## src/hdl/tsd_pkg.sv

```systemverilog
// ----------------------------------------------------------------------------
// tsd_pkg
// Shared types and codes for the two-stack double-ended queue.
// ----------------------------------------------------------------------------
package tsd_pkg;

    localparam int SIDE_DEPTH_DEF = 256;
    localparam int DATA_WIDTH_DEF = 32;

    localparam int CMDQ_DEPTH = 2;
    localparam int OUTQ_DEPTH = 2;

    localparam int OP_W     = 3;
    localparam int VALUE_W  = 32;
    localparam int POS_W    = 9;
    localparam int DATA_W   = 32;
    localparam int STATUS_W = 2;
    localparam int COUNT_W  = 10;

    localparam logic [OP_W-1:0] OP_PUSH_FRONT = 3'd0;
    localparam logic [OP_W-1:0] OP_PUSH_BACK  = 3'd1;
    localparam logic [OP_W-1:0] OP_READ_INDEX = 3'd2;
    localparam logic [OP_W-1:0] OP_READ_FRONT = 3'd3;
    localparam logic [OP_W-1:0] OP_READ_BACK  = 3'd4;

    localparam logic [STATUS_W-1:0] ST_OK    = 2'd0;
    localparam logic [STATUS_W-1:0] ST_RANGE = 2'd1;
    localparam logic [STATUS_W-1:0] ST_EMPTY = 2'd2;
    localparam logic [STATUS_W-1:0] ST_FULL  = 2'd3;

    localparam logic [2:0] K_NONE     = 3'd0;
    localparam logic [2:0] K_WR_FRONT = 3'd1;
    localparam logic [2:0] K_WR_BACK  = 3'd2;
    localparam logic [2:0] K_RD_FRONT = 3'd3;
    localparam logic [2:0] K_RD_BACK  = 3'd4;

    typedef struct packed {
        logic [2:0]          kind;
        logic [STATUS_W-1:0] status;
        logic [COUNT_W-1:0]  count;
        logic                is_empty;
    } t_ctl;

    localparam int CTL_W = $bits(t_ctl);

endpackage

```

## src/hdl/tsd_fifo.sv

```systemverilog
// ----------------------------------------------------------------------------
// tsd_fifo
// Small register queue used between the front and back parts and for results.
// ----------------------------------------------------------------------------
module tsd_fifo #(
    parameter int WIDTH = tsd_pkg::CTL_W,
    parameter int DEPTH = tsd_pkg::CMDQ_DEPTH
) (
    input  logic                       i_clk,
    input  logic                       i_rst_n,
    input  logic                       i_push,
    input  logic [WIDTH-1:0]           i_data,
    output logic                       o_full,
    input  logic                       i_pop,
    output logic [WIDTH-1:0]           o_data,
    output logic                       o_empty,
    output logic [$clog2(DEPTH+1)-1:0] o_count
);

    localparam int PTRW = (DEPTH > 1) ? $clog2(DEPTH) : 1;
    localparam int CNTW = $clog2(DEPTH + 1);

    logic [WIDTH-1:0] r_mem [DEPTH];
    logic [PTRW-1:0]  r_wr_ptr, n_wr_ptr;
    logic [PTRW-1:0]  r_rd_ptr, n_rd_ptr;
    logic [CNTW-1:0]  r_count, n_count;
    logic             w_do_push;
    logic             w_do_pop;

    assign o_full    = (r_count == CNTW'(DEPTH));
    assign o_empty   = (r_count == '0);
    assign w_do_push = i_push && !o_full;
    assign w_do_pop  = i_pop && !o_empty;

    always_comb begin
        n_wr_ptr = r_wr_ptr;
        n_rd_ptr = r_rd_ptr;
        n_count  = r_count;
        if (w_do_push) begin
            n_wr_ptr = (r_wr_ptr == PTRW'(DEPTH - 1)) ? '0 : r_wr_ptr + PTRW'(1);
        end
        if (w_do_pop) begin
            n_rd_ptr = (r_rd_ptr == PTRW'(DEPTH - 1)) ? '0 : r_rd_ptr + PTRW'(1);
        end
        if (w_do_push && !w_do_pop) begin
            n_count = r_count + CNTW'(1);
        end else if (!w_do_push && w_do_pop) begin
            n_count = r_count - CNTW'(1);
        end
    end

    always_ff @(posedge i_clk) begin
        if (!i_rst_n) begin
            r_wr_ptr <= '0;
            r_rd_ptr <= '0;
            r_count  <= '0;
        end else begin
            r_wr_ptr <= n_wr_ptr;
            r_rd_ptr <= n_rd_ptr;
            r_count  <= n_count;
        end
    end

    always_ff @(posedge i_clk) begin
        if (w_do_push) begin
            r_mem[r_wr_ptr] <= i_data;
        end
    end

    assign o_data  = r_mem[r_rd_ptr];
    assign o_count = r_count;

endmodule

```

## config.mk

```make
export PLATFORM = sky130hd
export DESIGN_NAME = tsd_fifo
export DESIGN_NICKNAME = d
export VERILOG_FILES = /design/src/hdl/tsd_pkg.sv /design/src/hdl/tsd_fifo.sv
export SDC_FILE = /design/constraint.sdc
export NUM_CORES = 1
export LEC_CHECK = 0
export ABC_AREA = 1
export BUFFER_PORTS_ARGS = -buffer_cell sky130_fd_sc_hd__buf_2
export CAP_MARGIN = 20
export CORE_MARGIN = 2
export CORE_UTILIZATION = 45
export DETAILED_ROUTE_END_ITERATION = 16
export PLACE_DENSITY = 0.73
export SYNTH_ARGS = -nofsm -noshare
export SYNTH_HDL_FRONTEND = slang
export SYNTH_SLANG_ARGS = --single-unit
```

## constraint.sdc

```tcl
create_clock -name i_clk -period 1.6 [get_ports i_clk]
set_input_delay 0.32 -clock i_clk [delete_from_list [all_inputs] [get_ports i_clk]]
set_output_delay 0.32 -clock i_clk [all_outputs]
set_load 0.01 [all_outputs]
```

=== After elaboration in Yosys (flattened, before gate mapping) ===
Memories as Yosys holds them, arrays and structs flattened. A register that Yosys moved wholly into a read port is not among the register bits.
Cells that the tools add are included.

* Memories: 1
* Output and inout port bits: 20
* Bits in writable memories: 32
* Register bits: 4
* Word-level logic and storage cells: 27

* Mux-type cells: 8
* Add/subtract/negate cells: 4
* Reduce and logical (&&, ||, !) cells: 10
* Equal/unequal tests: 1

{| class="wikitable"
|+ Memory list
! name !! words !! width !! read ports !! clocked after Yosys merged registers in !! wr ports !! line !! RTL
|-
| r_mem || 2 || 16 || 1 || 1 || 1 || tsd_fifo.sv:23 || <nowiki>logic [WIDTH-1:0] r_mem [DEPTH];</nowiki>
|}

{| class="wikitable"
|+ Operators by type and width
! kind !! number
|-
| 1-bit 2-to-1 mux || 6
|-
| 1-bit logical AND || 4
|-
| 1-bit zero test || 4
|-
| 2-bit 2-to-1 mux || 2
|-
| 1-bit adder, second input constant || 2
|-
| 2-bit by 1-bit adder with 2-bit output, second input constant || 1
|-
| 2-bit equality test, second input constant || 1
|-
| 2-bit zero test || 1
|-
| 2-bit nonzero test || 1
|-
| 2-bit by 1-bit subtractor with 2-bit output, second input constant || 1
|}

=== Longest topological paths before layout ===
* Depth in word-level cells: 7
* Mapped depth: 10
* Gate-level depth less buffers: 10

=== Least setup slack after synthesis ===
OpenSTA, ideal clock, no wires.

* Path type: register -> register
* From: reg r_count[0] (netlist: o_count[0])
* To: mem r_mem[1][0] (netlist name), enable pin
* Required time: 1212 ps
* Buffers on the path: 0
* Path slack: -47 ps
* Arrival time: 1259 ps
* Stages on the path, launching flop included: 3
* Path through: dfxtp_1 o21ai_2 nor2_1

* Cells in the longest elaborated chain, start to end: 5

{| class="wikitable"
|+ RTL lines
! element !! line !! RTL
|-
| start, declared || tsd_fifo.sv:26 || <nowiki>logic [CNTW-1:0] r_count, n_count;</nowiki>
|-
| start signal, assigned || tsd_fifo.sv:60 || <nowiki>r_count <= n_count;</nowiki>
|-
| 2-bit equality test || tsd_fifo.sv:30 || <nowiki>assign o_full = (r_count == CNTW'(DEPTH));</nowiki>
|-
| 1-bit zero test || tsd_fifo.sv:32 || <nowiki>assign w_do_push = i_push && !o_full;</nowiki>
|-
| 1-bit logical AND || tsd_fifo.sv:32 ||
|-
| 1-bit 2-to-1 mux || tsd_fifo.sv:65 || <nowiki>if (w_do_push) begin</nowiki>
|-
| 1-bit 2-to-1 mux (not written as such) || tsd_fifo.sv:66 || <nowiki>r_mem[r_wr_ptr] <= i_data;</nowiki>
|-
| end, declared || tsd_fifo.sv:23 ||
|}

Every way passes these cells.

==> metrics.md <==
| Metric | Value |
|---|---|
| Status | `finished with violations` |
| Violations in the final reports | `negative setup slack` |
| Die Wd | `60.87 um` |
| CTS tree | `built` |
| Data arrival at the endpoint of the critical path | `1.29 ns` |
| Family with the most delay on the worst path | `flip-flops` |
| Clk_skew | `0.01131 ns` |
| Cell at the root of the clock tree | `sky130_fd_sc_hd__clkbuf_4` |
| Max-cap violation count | `0` |
| Number of instances in the synthesized netlist | `88` |
| Max Clk Rate | `623.0 MHz` |
| Crit path kind | `register to output port` |
| Worst reg2reg setup slack | `0.15 ns` |
| Minimum period implied by the final worst setup slack | `1.605 ns` |
| Number of cell rows | `20` |
| Number of diodes added for antenna fixing | `0` |
| Yosys synthesis warning count | `0` |
| Number of placed I/O pins | `40` |
| Final std cells w/o fill | `183` |
| Max-slew violation total from the final report | `0` |
| Routed met1 length | `877 um` |
| Global Route Usage Sum | `13.65%` |
| Setup fix buffers added after clock tree synthesis | `0` |
| Net count, final | `159` |
| Synthesized area divided by synthesized cell count | `16.54 um2` |
| Hold buffers post-CTS | `0` |
| Power per unit of standard cell area | `1510 mW/mm2` |
| Sum of internal, switching and leakage power | `0.002931 W` |
| Last weighted congestion value of the routability-driven placer | `0.7493` |
| Antenna violations before repair | `0` |
| Sum of routed wire length over all layers | `2246 um` |
| Leakage power | `0.8098 nW` |
| Kind of end point of the critical path | `output port` |
| Register bit count reported by yosys | `37` |
| Number of sinks handled by clock tree synthesis | `37` |
| Total congestion overflow after global routing | `0` |
| H-tree levels | `2` |
| Setup violations, final | `2` |
| Period utilisation layout | `100.3%` |
| Post-synthesis sequential area ratio | `72.91%` |
| Max clock buf depth | `2` |
| Worst Setup Slack, final | `-0.005137 ns` |
| Critical Path Fanout Max | `10` |
| Total clock buffers created by CTS | `5` |
| Largest net degree at the start of global routing | `13` |
| Number of buffer cells added on primary ports | `39` |
| Met2 Wirelength | `1204 um` |
| Number of nets still failing antenna checks after routing | `0` |
| Number of distinct standard cells referenced by the synthesized netlist | `15` |
| Net count of the mapped netlist | `109` |
| Critical path required time | `1.28 ns` |
| Post-Place Cells | `175` |
| Largest stage delay on the critical path | `0.37 ns` |
| Vias per inst | `4.678` |
| Worst-case vdd ir drop | `0.8667 mV` |
| Area growth, synth to finish | `33.36%` |
| Initial Utilization | `47.66%` |
| Post-Place Cell Area | `0.001719 mm2` |
| Worst Hold Margin | `0.1737 ns` |
| Relative slew slack | `86.50%` |
| Half-perimeter wire length after detailed placement | `1648 um` |
| First-pass iteration count of the detailed router | `2` |
| Fillers | `254` |
| Sequence of cells on the critical path | `buf_12 -> mux2_4 -> buf_6` |
| Initial DRC count | `14` |
| Worst slew pin tran | `0.2022 ns` |
| Detailed-route via count | `856` |
| Hold Violations, Final | `0` |
| Proportion of layout cells with a drive suffix above 1 | `51.08%` |
| Per-cell routed wire length | `12.27 um` |
| Floorplan core area | `0.003053 mm2` |
| Synthesized cell area | `0.001455 mm2` |
| Top routing layer used | `met4` |
| Total buffers and inverters traversed by the critical path | `2` |
| Area of all placed cells without fillers | `0.001941 mm2` |
| Slowest cell on the critical path | `sky130_fd_sc_hd__dfxtp_2` |
| Reg clk slew, reported paths | `0.11 ns` |
| Clk Latency, worst-skew pair | `0.33 ns` |
| Die extent in y | `60.87 um` |
| Total DRC errors in the routed layout | `0` |
| First-pass GRT wire length | `3470 um` |
| Area enclosed by the die boundary | `0.003705 mm2` |
| Met3 WL post-DR | `123 um` |
| Via count of the first global-routing pass | `843` |
| Critical Path Start Type | `register` |
| Unrepaired setup endpoints after global routing | `yes` |
| Classification of the worst-slack hold path | `primary input to register` |
## metrics by stage
step | utilization (%) | TNS (ns) | setup WS, ns
CTS | 62.66 | -0.3008 | -0.03550
detailed placement | 56.31 | 0 | 0.1170
finish | 63.57 | -0.007146 | -0.005137
floorplan | - | -1.506 | -0.04709
global route | 63.57 | -0.9420 | -0.06431
global placement | 56.31 | 0 | 0.2209
## synth_stat cells
cell | count | area share, %
sky130_fd_sc_hd__mux2_2 | 6 | 4.6
sky130_fd_sc_hd__nand3_1 | 1 | 0.34
sky130_fd_sc_hd__buf_6 | 1 | 0.77
sky130_fd_sc_hd__nand4_1 | 1 | 0.43
sky130_fd_sc_hd__o21ai_2 | 1 | 0.60
sky130_fd_sc_hd__edfxtp_1 | 32 | 66
sky130_fd_sc_hd__nor2_1 | 11 | 2.8
sky130_fd_sc_hd__dfxtp_1 | 5 | 6.9
sky130_fd_sc_hd__nand2_1 | 6 | 1.5
sky130_fd_sc_hd__mux2_4 | 10 | 10
sky130_fd_sc_hd__ha_1 | 1 | 0.86
sky130_fd_sc_hd__a21oi_1 | 1 | 0.34
sky130_fd_sc_hd__o21ai_0 | 2 | 0.69
sky130_fd_sc_hd__inv_1 | 9 | 2.3
sky130_fd_sc_hd__buf_12 | 1 | 1.4
## area by class of cell
class	count	area (um2)	area share (%)
Clock buffer	5	37.54	1.934
Clock inverter	3	41.29	2.128
Inverter	9	33.78	1.741
Multi-Input combinational cell	40	354.1	18.25
Sequential cell	37	1062	54.74
Tap cell	44	55.05	2.837
Timing Repair Buffer	45	356.6	18.38
## power by group
| part | total, W | switching [W] | internal [W] |
|---|---|---|---|
| combinational | 0.00103 | 0.000458 | 0.000570 |
| sequential | 0.00130 | 0.0000714 | 0.00123 |
| clock | 0.000607 | 0.000283 | 0.000323 |
| total | 0.00293 | 0.000813 | 0.00212 |
## layer usage
metal	GRT usage, %	up-vias
met5	0	-
met4	6.522	0
met3	4.904	7
met2	24.73	28
met1	13.85	407
li1	-	414
## cell usage in the layout (no fill, tap or decap)
cell and count:
sky130_fd_sc_hd__dfxtp_2 1, sky130_fd_sc_hd__nor2_1 10, sky130_fd_sc_hd__nand3_1 1, sky130_fd_sc_hd__mux2_4 16, sky130_fd_sc_hd__nand2_1 6, sky130_fd_sc_hd__buf_4 4
sky130_fd_sc_hd__buf_6 17, sky130_fd_sc_hd__bufinv_16 1, sky130_fd_sc_hd__dfxtp_1 4, sky130_fd_sc_hd__a21oi_1 1, sky130_fd_sc_hd__ha_1 1, sky130_fd_sc_hd__buf_2 23
sky130_fd_sc_hd__buf_12 1, sky130_fd_sc_hd__edfxtp_1 32, sky130_fd_sc_hd__o21ai_0 2, sky130_fd_sc_hd__nor2_2 1, sky130_fd_sc_hd__inv_1 9, sky130_fd_sc_hd__o21ai_2 1
sky130_fd_sc_hd__clkinv_1 1, sky130_fd_sc_hd__clkinvlp_4 1, sky130_fd_sc_hd__nand4_1 1, sky130_fd_sc_hd__clkbuf_4 5
## flip-flops by register name, indices dropped and copies added (netlist names), named ones only
| signal | flops |
|---|---|
| o_count | 2 |
| r_wr_ptr | 1 |
| r_mem | 32 |
| r_rd_ptr | 1 |
## logic make-up after synthesis
| family | synth area share (%) |
|---|---|
| buf+inv | 4.471 |
| simple gates | 5.159 |
| flops | 72.92 |
| fa+ha+maj | 0.8597 |
| mux | 14.96 |
| compound gates | 1.634 |
## timing repair
| item | 4_1_cts | 5_1_grt |
|---|---|---|
| cloned | 0 | 0 |
| resized for setup | 21 | 7 |
| setup endpoints to repair | 16 | 18 |
## worst paths after layout
check / startpoint / endpoint / cells past startpoint
setup / recovery: register / o_data[8] / 3
hold / removal: i_data[9] / r_mem[0][9] / 1
setup reg to reg: o_count[1] / o_count[0] / 6
hold reg to reg: r_rd_ptr / r_rd_ptr / 2
## worst reg2reg max path: cells and delay by family, from the launching register on
kind | cells | cell delay (ns)
buf+inv | 2 | 0.18
fa+ha+maj | 1 | 0.33
flops | 1 | 0.39
compound gates | 3 | 0.45
(Power assumes the default switching activity.)
