## src/hdl/tsd_pkg.sv

```systemverilog
// ----------------------------------------------------------------------------
// tsd_pkg
// Shared types and codes for the two-stack double-ended queue.
// ----------------------------------------------------------------------------
package tsd_pkg;

    localparam int SIDE_DEPTH_DEF = 256;
    localparam int DATA_WIDTH_DEF = 32;

    localparam int CMDQ_DEPTH = 2;
    localparam int OUTQ_DEPTH = 2;

    localparam int OP_W     = 3;
    localparam int VALUE_W  = 32;
    localparam int POS_W    = 9;
    localparam int DATA_W   = 32;
    localparam int STATUS_W = 2;
    localparam int COUNT_W  = 10;

    localparam logic [OP_W-1:0] OP_PUSH_FRONT = 3'd0;
    localparam logic [OP_W-1:0] OP_PUSH_BACK  = 3'd1;
    localparam logic [OP_W-1:0] OP_READ_INDEX = 3'd2;
    localparam logic [OP_W-1:0] OP_READ_FRONT = 3'd3;
    localparam logic [OP_W-1:0] OP_READ_BACK  = 3'd4;

    localparam logic [STATUS_W-1:0] ST_OK    = 2'd0;
    localparam logic [STATUS_W-1:0] ST_RANGE = 2'd1;
    localparam logic [STATUS_W-1:0] ST_EMPTY = 2'd2;
    localparam logic [STATUS_W-1:0] ST_FULL  = 2'd3;

    localparam logic [2:0] K_NONE     = 3'd0;
    localparam logic [2:0] K_WR_FRONT = 3'd1;
    localparam logic [2:0] K_WR_BACK  = 3'd2;
    localparam logic [2:0] K_RD_FRONT = 3'd3;
    localparam logic [2:0] K_RD_BACK  = 3'd4;

    typedef struct packed {
        logic [2:0]          kind;
        logic [STATUS_W-1:0] status;
        logic [COUNT_W-1:0]  count;
        logic                is_empty;
    } t_ctl;

    localparam int CTL_W = $bits(t_ctl);

endpackage

```

## src/hdl/tsd_front.sv

```systemverilog
// ----------------------------------------------------------------------------
// tsd_front
// Accepts operations, keeps the stack counts and turns each operation into
// one memory command with its precomputed status and size.
// ----------------------------------------------------------------------------
module tsd_front #(
    parameter int SIDE_DEPTH = tsd_pkg::SIDE_DEPTH_DEF,
    parameter int DATA_WIDTH = tsd_pkg::DATA_WIDTH_DEF
) (
    input  logic                          i_clk,
    input  logic                          i_rst_n,
    input  logic                          i_push,
    input  logic [tsd_pkg::OP_W-1:0]      i_op,
    input  logic [tsd_pkg::VALUE_W-1:0]   i_value,
    input  logic [tsd_pkg::POS_W-1:0]     i_position,
    input  logic                          i_q_full,
    output logic                          o_q_push,
    output tsd_pkg::t_ctl                 o_ctl,
    output logic [$clog2(SIDE_DEPTH)-1:0] o_addr,
    output logic [DATA_WIDTH-1:0]         o_wdata
);

    localparam int AW = $clog2(SIDE_DEPTH);
    localparam int CW = $clog2(SIDE_DEPTH + 1);
    localparam int TW = (CW + 1 > tsd_pkg::COUNT_W) ? CW + 1 : tsd_pkg::COUNT_W;

    logic [CW-1:0] r_front_cnt, n_front_cnt;
    logic [CW-1:0] r_back_cnt, n_back_cnt;
    logic [TW-1:0] w_pos;
    logic [TW-1:0] w_front;
    logic [TW-1:0] w_total;
    logic [TW-1:0] w_new_total;
    logic          w_accept;

    assign w_accept = i_push && !i_q_full;
    assign w_pos    = TW'(i_position);
    assign w_front  = TW'(r_front_cnt);
    assign w_total  = TW'(r_front_cnt) + TW'(r_back_cnt);

    always_comb begin
        n_front_cnt  = r_front_cnt;
        n_back_cnt   = r_back_cnt;
        o_ctl.kind   = tsd_pkg::K_NONE;
        o_ctl.status = tsd_pkg::ST_OK;
        o_addr       = '0;
        case (i_op)
            tsd_pkg::OP_PUSH_FRONT: begin
                if (r_front_cnt == CW'(SIDE_DEPTH)) begin
                    o_ctl.status = tsd_pkg::ST_FULL;
                end else begin
                    o_ctl.kind  = tsd_pkg::K_WR_FRONT;
                    o_addr      = r_front_cnt[AW-1:0];
                    n_front_cnt = r_front_cnt + CW'(1);
                end
            end
            tsd_pkg::OP_PUSH_BACK: begin
                if (r_back_cnt == CW'(SIDE_DEPTH)) begin
                    o_ctl.status = tsd_pkg::ST_FULL;
                end else begin
                    o_ctl.kind = tsd_pkg::K_WR_BACK;
                    o_addr     = r_back_cnt[AW-1:0];
                    n_back_cnt = r_back_cnt + CW'(1);
                end
            end
            tsd_pkg::OP_READ_INDEX: begin
                if (w_pos >= w_total) begin
                    o_ctl.status = tsd_pkg::ST_RANGE;
                end else if (w_pos < w_front) begin
                    o_ctl.kind = tsd_pkg::K_RD_FRONT;
                    o_addr     = AW'(w_front - w_pos - TW'(1));
                end else begin
                    o_ctl.kind = tsd_pkg::K_RD_BACK;
                    o_addr     = AW'(w_pos - w_front);
                end
            end
            tsd_pkg::OP_READ_FRONT: begin
                if (w_total == '0) begin
                    o_ctl.status = tsd_pkg::ST_EMPTY;
                end else if (r_front_cnt == '0) begin
                    o_ctl.kind = tsd_pkg::K_RD_BACK;
                end else begin
                    o_ctl.kind = tsd_pkg::K_RD_FRONT;
                    o_addr     = AW'(r_front_cnt - CW'(1));
                end
            end
            tsd_pkg::OP_READ_BACK: begin
                if (w_total == '0) begin
                    o_ctl.status = tsd_pkg::ST_EMPTY;
                end else if (r_back_cnt == '0) begin
                    o_ctl.kind = tsd_pkg::K_RD_FRONT;
                end else begin
                    o_ctl.kind = tsd_pkg::K_RD_BACK;
                    o_addr     = AW'(r_back_cnt - CW'(1));
                end
            end
            default: begin
                o_ctl.kind = tsd_pkg::K_NONE;
            end
        endcase
        w_new_total    = TW'(n_front_cnt) + TW'(n_back_cnt);
        o_ctl.count    = w_new_total[tsd_pkg::COUNT_W-1:0];
        o_ctl.is_empty = (w_new_total == '0);
    end

    assign o_wdata        = DATA_WIDTH'(64'(i_value));
    assign o_q_push       = w_accept;

    always_ff @(posedge i_clk) begin
        if (!i_rst_n) begin
            r_front_cnt <= '0;
            r_back_cnt  <= '0;
        end else if (w_accept) begin
            r_front_cnt <= n_front_cnt;
            r_back_cnt  <= n_back_cnt;
        end
    end

endmodule

```

## config.mk

```make
export PLATFORM = sky130hd
export DESIGN_NAME = tsd_front
export DESIGN_NICKNAME = d
export VERILOG_FILES = /design/src/hdl/tsd_pkg.sv /design/src/hdl/tsd_front.sv
export SDC_FILE = /design/constraint.sdc
export NUM_CORES = 1
export LEC_CHECK = 0
export ABC_AREA = 1
export BUFFER_PORTS_ARGS = -buffer_cell sky130_fd_sc_hd__buf_2
export CAP_MARGIN = 20
export CORE_MARGIN = 1
export CORE_UTILIZATION = 45
export CTS_BUF_LIST = sky130_fd_sc_hd__clkbuf_4
export CTS_CLUSTER_SIZE = 12
export DETAILED_ROUTE_END_ITERATION = 6
export PLACE_DENSITY = 0.81
export SYNTH_ARGS = -nofsm -noshare
export SYNTH_HDL_FRONTEND = slang
export SYNTH_SLANG_ARGS = --single-unit
```

## constraint.sdc

```tcl
create_clock -name i_clk -period 3.3 [get_ports i_clk]
set_input_delay 0 -clock i_clk [delete_from_list [all_inputs] [get_ports i_clk]]
set_output_delay 0 -clock i_clk [all_outputs]
set_load 0.05 [all_outputs]
```

Word level (Yosys, flattened, before mapping)
Index checks and enable logic that the tools add are counted.
- $add $sub $neg: 9
- order comparisons: 2
- equality and inequality tests: 6
- multiplexer cells: 27
- reduce and logical (&&, ||, !) cells: 8
- operator list (operator ; count):
    $mux 8 ; 8
    $pmux 8 s5 ; 1
    $mux 9 ; 4
    $sub 8x1->8 const B ; 3
    $add 9x9->10 ; 2
    $logic_not 10->1 ; 2
    $add 9x1->9 const B ; 2
    $eq 9x9->1 const B ; 2
    $logic_not 9->1 ; 2
    $mux 3 ; 6
    $sub 8x8->8 ; 2
    $pmux 3 s5 ; 1
    $ge 9x10->1 ; 1
    $lt 9x9->1 ; 1
    $mux 2 ; 4
    $pmux 2 s4 ; 1
    $eq 3x2->1 const B ; 2
    $eq 3x1->1 const B ; 1
    $eq 3x3->1 const B ; 1
    $logic_not 3->1 ; 1
    $mux 1 ; 2
    $reduce_or 2->1 ; 1
    $logic_and 1x1->1 ; 1
    $logic_not 1->1 ; 1
- flip-flop bits (word level): 18
- bits of input ports: 48
- output and inout port bits: 57
- logic and storage cells: 54

Depth between registers and ports, before layout
- depth after elaboration: 5
- depth in mapped cells: 24
- depth with buffers taken out: 23

Worst setup path before layout
Ideal clock, no wire load.
- kind: flip-flop to output port
- start: register r_front_cnt[1]
- end: output port o_ctl[0] in the netlist's numbering
- arrival: 3937 ps
- data required time: 3300 ps
- path slack: -637 ps
- stages on the path, launching flop included: 17
- path buffers: 0
- cell sequence: dfxtp_1 > inv_1 > ha_1 > nand3_1 > nor2_2 > nand2_1 > ha_1 > nand2_1 > o21ai_0 > ha_1 > inv_1 > fa_1 > o21ai_0 > nand2_1 > o311ai_0 > xor2_1 > nor2_1
- RTL lines (element ; RTL line ; RTL):
    start: declaration ; tsd_front.sv:27 ; logic [CW-1:0] r_front_cnt, n_front_cnt;
    start signal: assignment ; tsd_front.sv:113 ; r_front_cnt <= n_front_cnt;
    end: declaration ; tsd_front.sv:18 ; output tsd_pkg::t_ctl o_ctl,

==> metrics.yaml <==
power_and_ir_drop:
  leakage_nw: 2.70
  p_per_area_nw_per_um2: 271
  peakVddDrop_mv: 0.203
floorplan:
  initial_core_util: 0.469
  ioPinCount: 105
  die_width_um: 97.5
  die-area_um2: 9510
  rows: 34
  die_h_um: 97.5
  fp.coreArea_um2: 8760
routing:
  routedWlPerCell_um: 13.7
  via_per_inst: 5.17
  drc: 0
  postRouteAntennaNets: 0
  routed_wl_mm: 11.4
  num_vias: 4331
  first_pass_iters: 5
  drt_iter0_drc: 344
yosys:
  synth_nets: 795
  synth_top_cell_by_area: "nand2_1"
  synthFlopType: "dfxtp_1"
  avgSynthCellArea_um2: 5.92
  synthCells: 694
  syn-cell-area_um2: 4110
  ys_async_sr_fraction: 0
  ys_top_cells_by_area: "nand2_1 (16%), ha_1 (15%), inv_1 (13%)"
  ys_ff_latch: 18
  synth_top_area_share: 0.160
  synthDistinctLibCells: 41
  yosys_warnings: 0
  synth_edf_count: 0
  ys_seq_area_frac: 0.0877
final_layout:
  fin_nets: 831
  drive_gt1_frac: 0.199
  multi_input_area_um2: 3110
  area_growth_pct: 14.7
  final_cells: 837
  nFillCells: 878
  seq_area_um2: 364
  diodes: 0
timing:
  hold_viol: 0
  min_period_ps: 3330
  setup_ws_ps: -34.9
  period_share: 1.01
  setup_viol: 1
  fmax_mhz: 300
  tightest_slew_ps: 692
  finalClockSkew_ps: 3.81
  hold_ws_ps: 0.0220
  slew_violations: 0
  rsz0062_at_grt: "yes"
  max_slew_margin: 0.538
critical_path:
  cp_top_family: "simple AND/OR/NAND/NOR gates"
  cpPeakStageDelay_ps: 400
  critPathLaunchType: "flip-flop"
  crit_buf_inv: 2
  critPathMaxFanout: 3
  cp_data_required_time_ps: 3300
  cpMostUsedCell: "nand2_1"
  cp-end-kind: "output port"
  slowest_stage: "fa_2"
  cp.arrival_ps: 3330
  worstSetupPathType: "reg -> out"
  cp_cell_sequence: "nor2_1 -> nand2_1 -> nor2_4 -> nand2_2 -> ha_1 -> nand2_1 -> o21ai_2 -> ha_2 -> inv_2 -> fa_2 -> o21ai_4 -> nand2_1 -> nand2_1 -> nand2_1 -> nand2_2 -> xor2_2 -> nand4_1 -> nor2_4 -> buf_6"
hold_path:
  hp-class: "in -> out"
status:
  status: "finished with violations"
  violations: "setup timing"
clocking:
  clk-insertion-delay-late_ps: 290
  cts_sinks: 18
  cts_tree: "done"
  htree_levels: 1
  cts_made_buffers: 3
  cts_root_buf: "clkbuf_4"
  clkTransAtPathRegs_ps: 100
  clockBufferDepth: 2
job:
  cap_violations: 0
global_route:
  track_usage: 0.229
  grt_max_degree: 25
  grt_pass1_wl_mm: 18.1
  overflow: 0
  grt_pass1_vias: 3838
  antenna_found_initial: 0
place:
  port_buffers: 40
  dp_cells: 827
  routabilityCongestion: 0.917
  dp_slack_ps: 54.8
  dp_hpwl_mm: 9.20
-- per-layer routing --
| layer | wire length (um) | vias up | track usage |
|---|---|---|---|
| met5 | 0 | - | 0 |
| met4 | 290 | 0 | 0.0543 |
| met3 | 804 | 30 | 0.0237 |
| met2 | 5240 | 174 | 0.388 |
| met1 | 5100 | 1909 | 0.311 |
| li1 | - | 2218 | - |
-- where the power goes --
part	internal (mW)	switching, mW
Combinational	0.314	0.604
Clock	0.0440	0.0683
Sequential	0.232	0.0139
Total	0.590	0.686
-- cell usage in the layout, fill, tap and decap left out, types with 6 or more instances in the layout --
master | netlist | routed
nand3b_1 | 6 | 6
buf_4 | 33 | 33
dfxtp_1 | 18 | 15
buf_2 | 5 | 27
nand4_1 | 7 | 7
inv_1 | 141 | 136
ha_1 | 50 | 45
nor2_2 | 2 | 6
xor2_1 | 32 | 27
nand2_1 | 175 | 171
nor2_1 | 31 | 25
nand3_1 | 59 | 55
o22ai_1 | 8 | 8
a21oi_1 | 42 | 39
nand3_2 | 3 | 6
nor3_1 | 7 | 6
buf_6 | 1 | 12
nand2_2 | 6 | 7
inv_2 | 4 | 9
o21ai_0 | 26 | 22
-- stage by stage --
stage	setup TNS, ps	utilization	total power, mW	area (um2)
after detailed placement	0	0.499	1.07	4380
final	-34.9	0.538	1.28	4710
after global routing	-1820	0.538	1.38	4710
after CTS	-24.3	0.509	1.20	4460
after global placement	0	0.499	1.06	4380
after floorplan	-44.4	-	0.976	4130
-- final timing paths --
path / start / to / slack [ps] / cells after the start
worst max register to register: r_front_cnt[2] / r_front_cnt[8] / 1530 / 8
worst max-delay path: r_front_cnt[4] / o_ctl[0] / -30 / 19
worst min-delay path: i_value[13] / o_wdata[13] / 0.02 / 0
worst min register to register: r_back_cnt[6] / r_back_cnt[7] / 710 / 5
-- state kept, by name, summed over array words and instances (netlist names) --
name / count
r_back_cnt: 9
r_front_cnt: 9
-- timing repair --
item,4_1_cts,5_1_grt
cloned,0,1
setup buffers,1,3
endpoints found under the hold margin,2,0
hold buffers,1,0
endpoints found under the setup margin,15,17
resized for setup,15,65
pin swaps,1,16
-- worst register-to-register path: cells and delay by family (launching register included) --
kind / cells / cell delay (ps)
compound gates: 2 / 470
buf+inv: 3 / 350
flops: 1 / 350
simple gates: 3 / 500
-- cell type report --
cell class                      count  share of cell area
Clock buffer                        3             0.00478
Clock inverter                      1            0.000796
Inverter                          147               0.117
Multi-Input combinational cell    487               0.659
Sequential cell                    18              0.0772
Tap cell                          108              0.0287
Timing Repair Buffer               73               0.112
-- logic make-up after synthesis --
family / share of synthesized area
compound gates: 0.116
xor+xnor: 0.0789
fa+ha+maj: 0.167
buf+inv: 0.207
flops: 0.0877
simple gates: 0.344
-- synthesized netlist by cell type (2+ instances only) --
| cell | number |
|---|---|
| fa_1 | 3 |
| nand4_1 | 7 |
| nand3b_1 | 6 |
| clkinv_1 | 2 |
| buf_2 | 5 |
| o21ai_0 | 26 |
| inv_1 | 141 |
| nor3_2 | 2 |
| buf_4 | 33 |
| a21oi_1 | 42 |
| nand3_2 | 3 |
| nor2_1 | 31 |
| o21ai_1 | 4 |
| ha_1 | 50 |
| nor3_4 | 2 |
| xor2_1 | 32 |
| a21oi_2 | 2 |
| o22ai_1 | 8 |
| xnor2_1 | 5 |
| nor2_4 | 2 |
| inv_2 | 4 |
| nor3_1 | 7 |
| nand2_1 | 175 |
| nand3_1 | 59 |
| clkbuf_1 | 4 |
| nand2_2 | 6 |
| dfxtp_1 | 18 |
| nor2_2 | 2 |
Note: power is estimated with default switching activity, not from simulation.
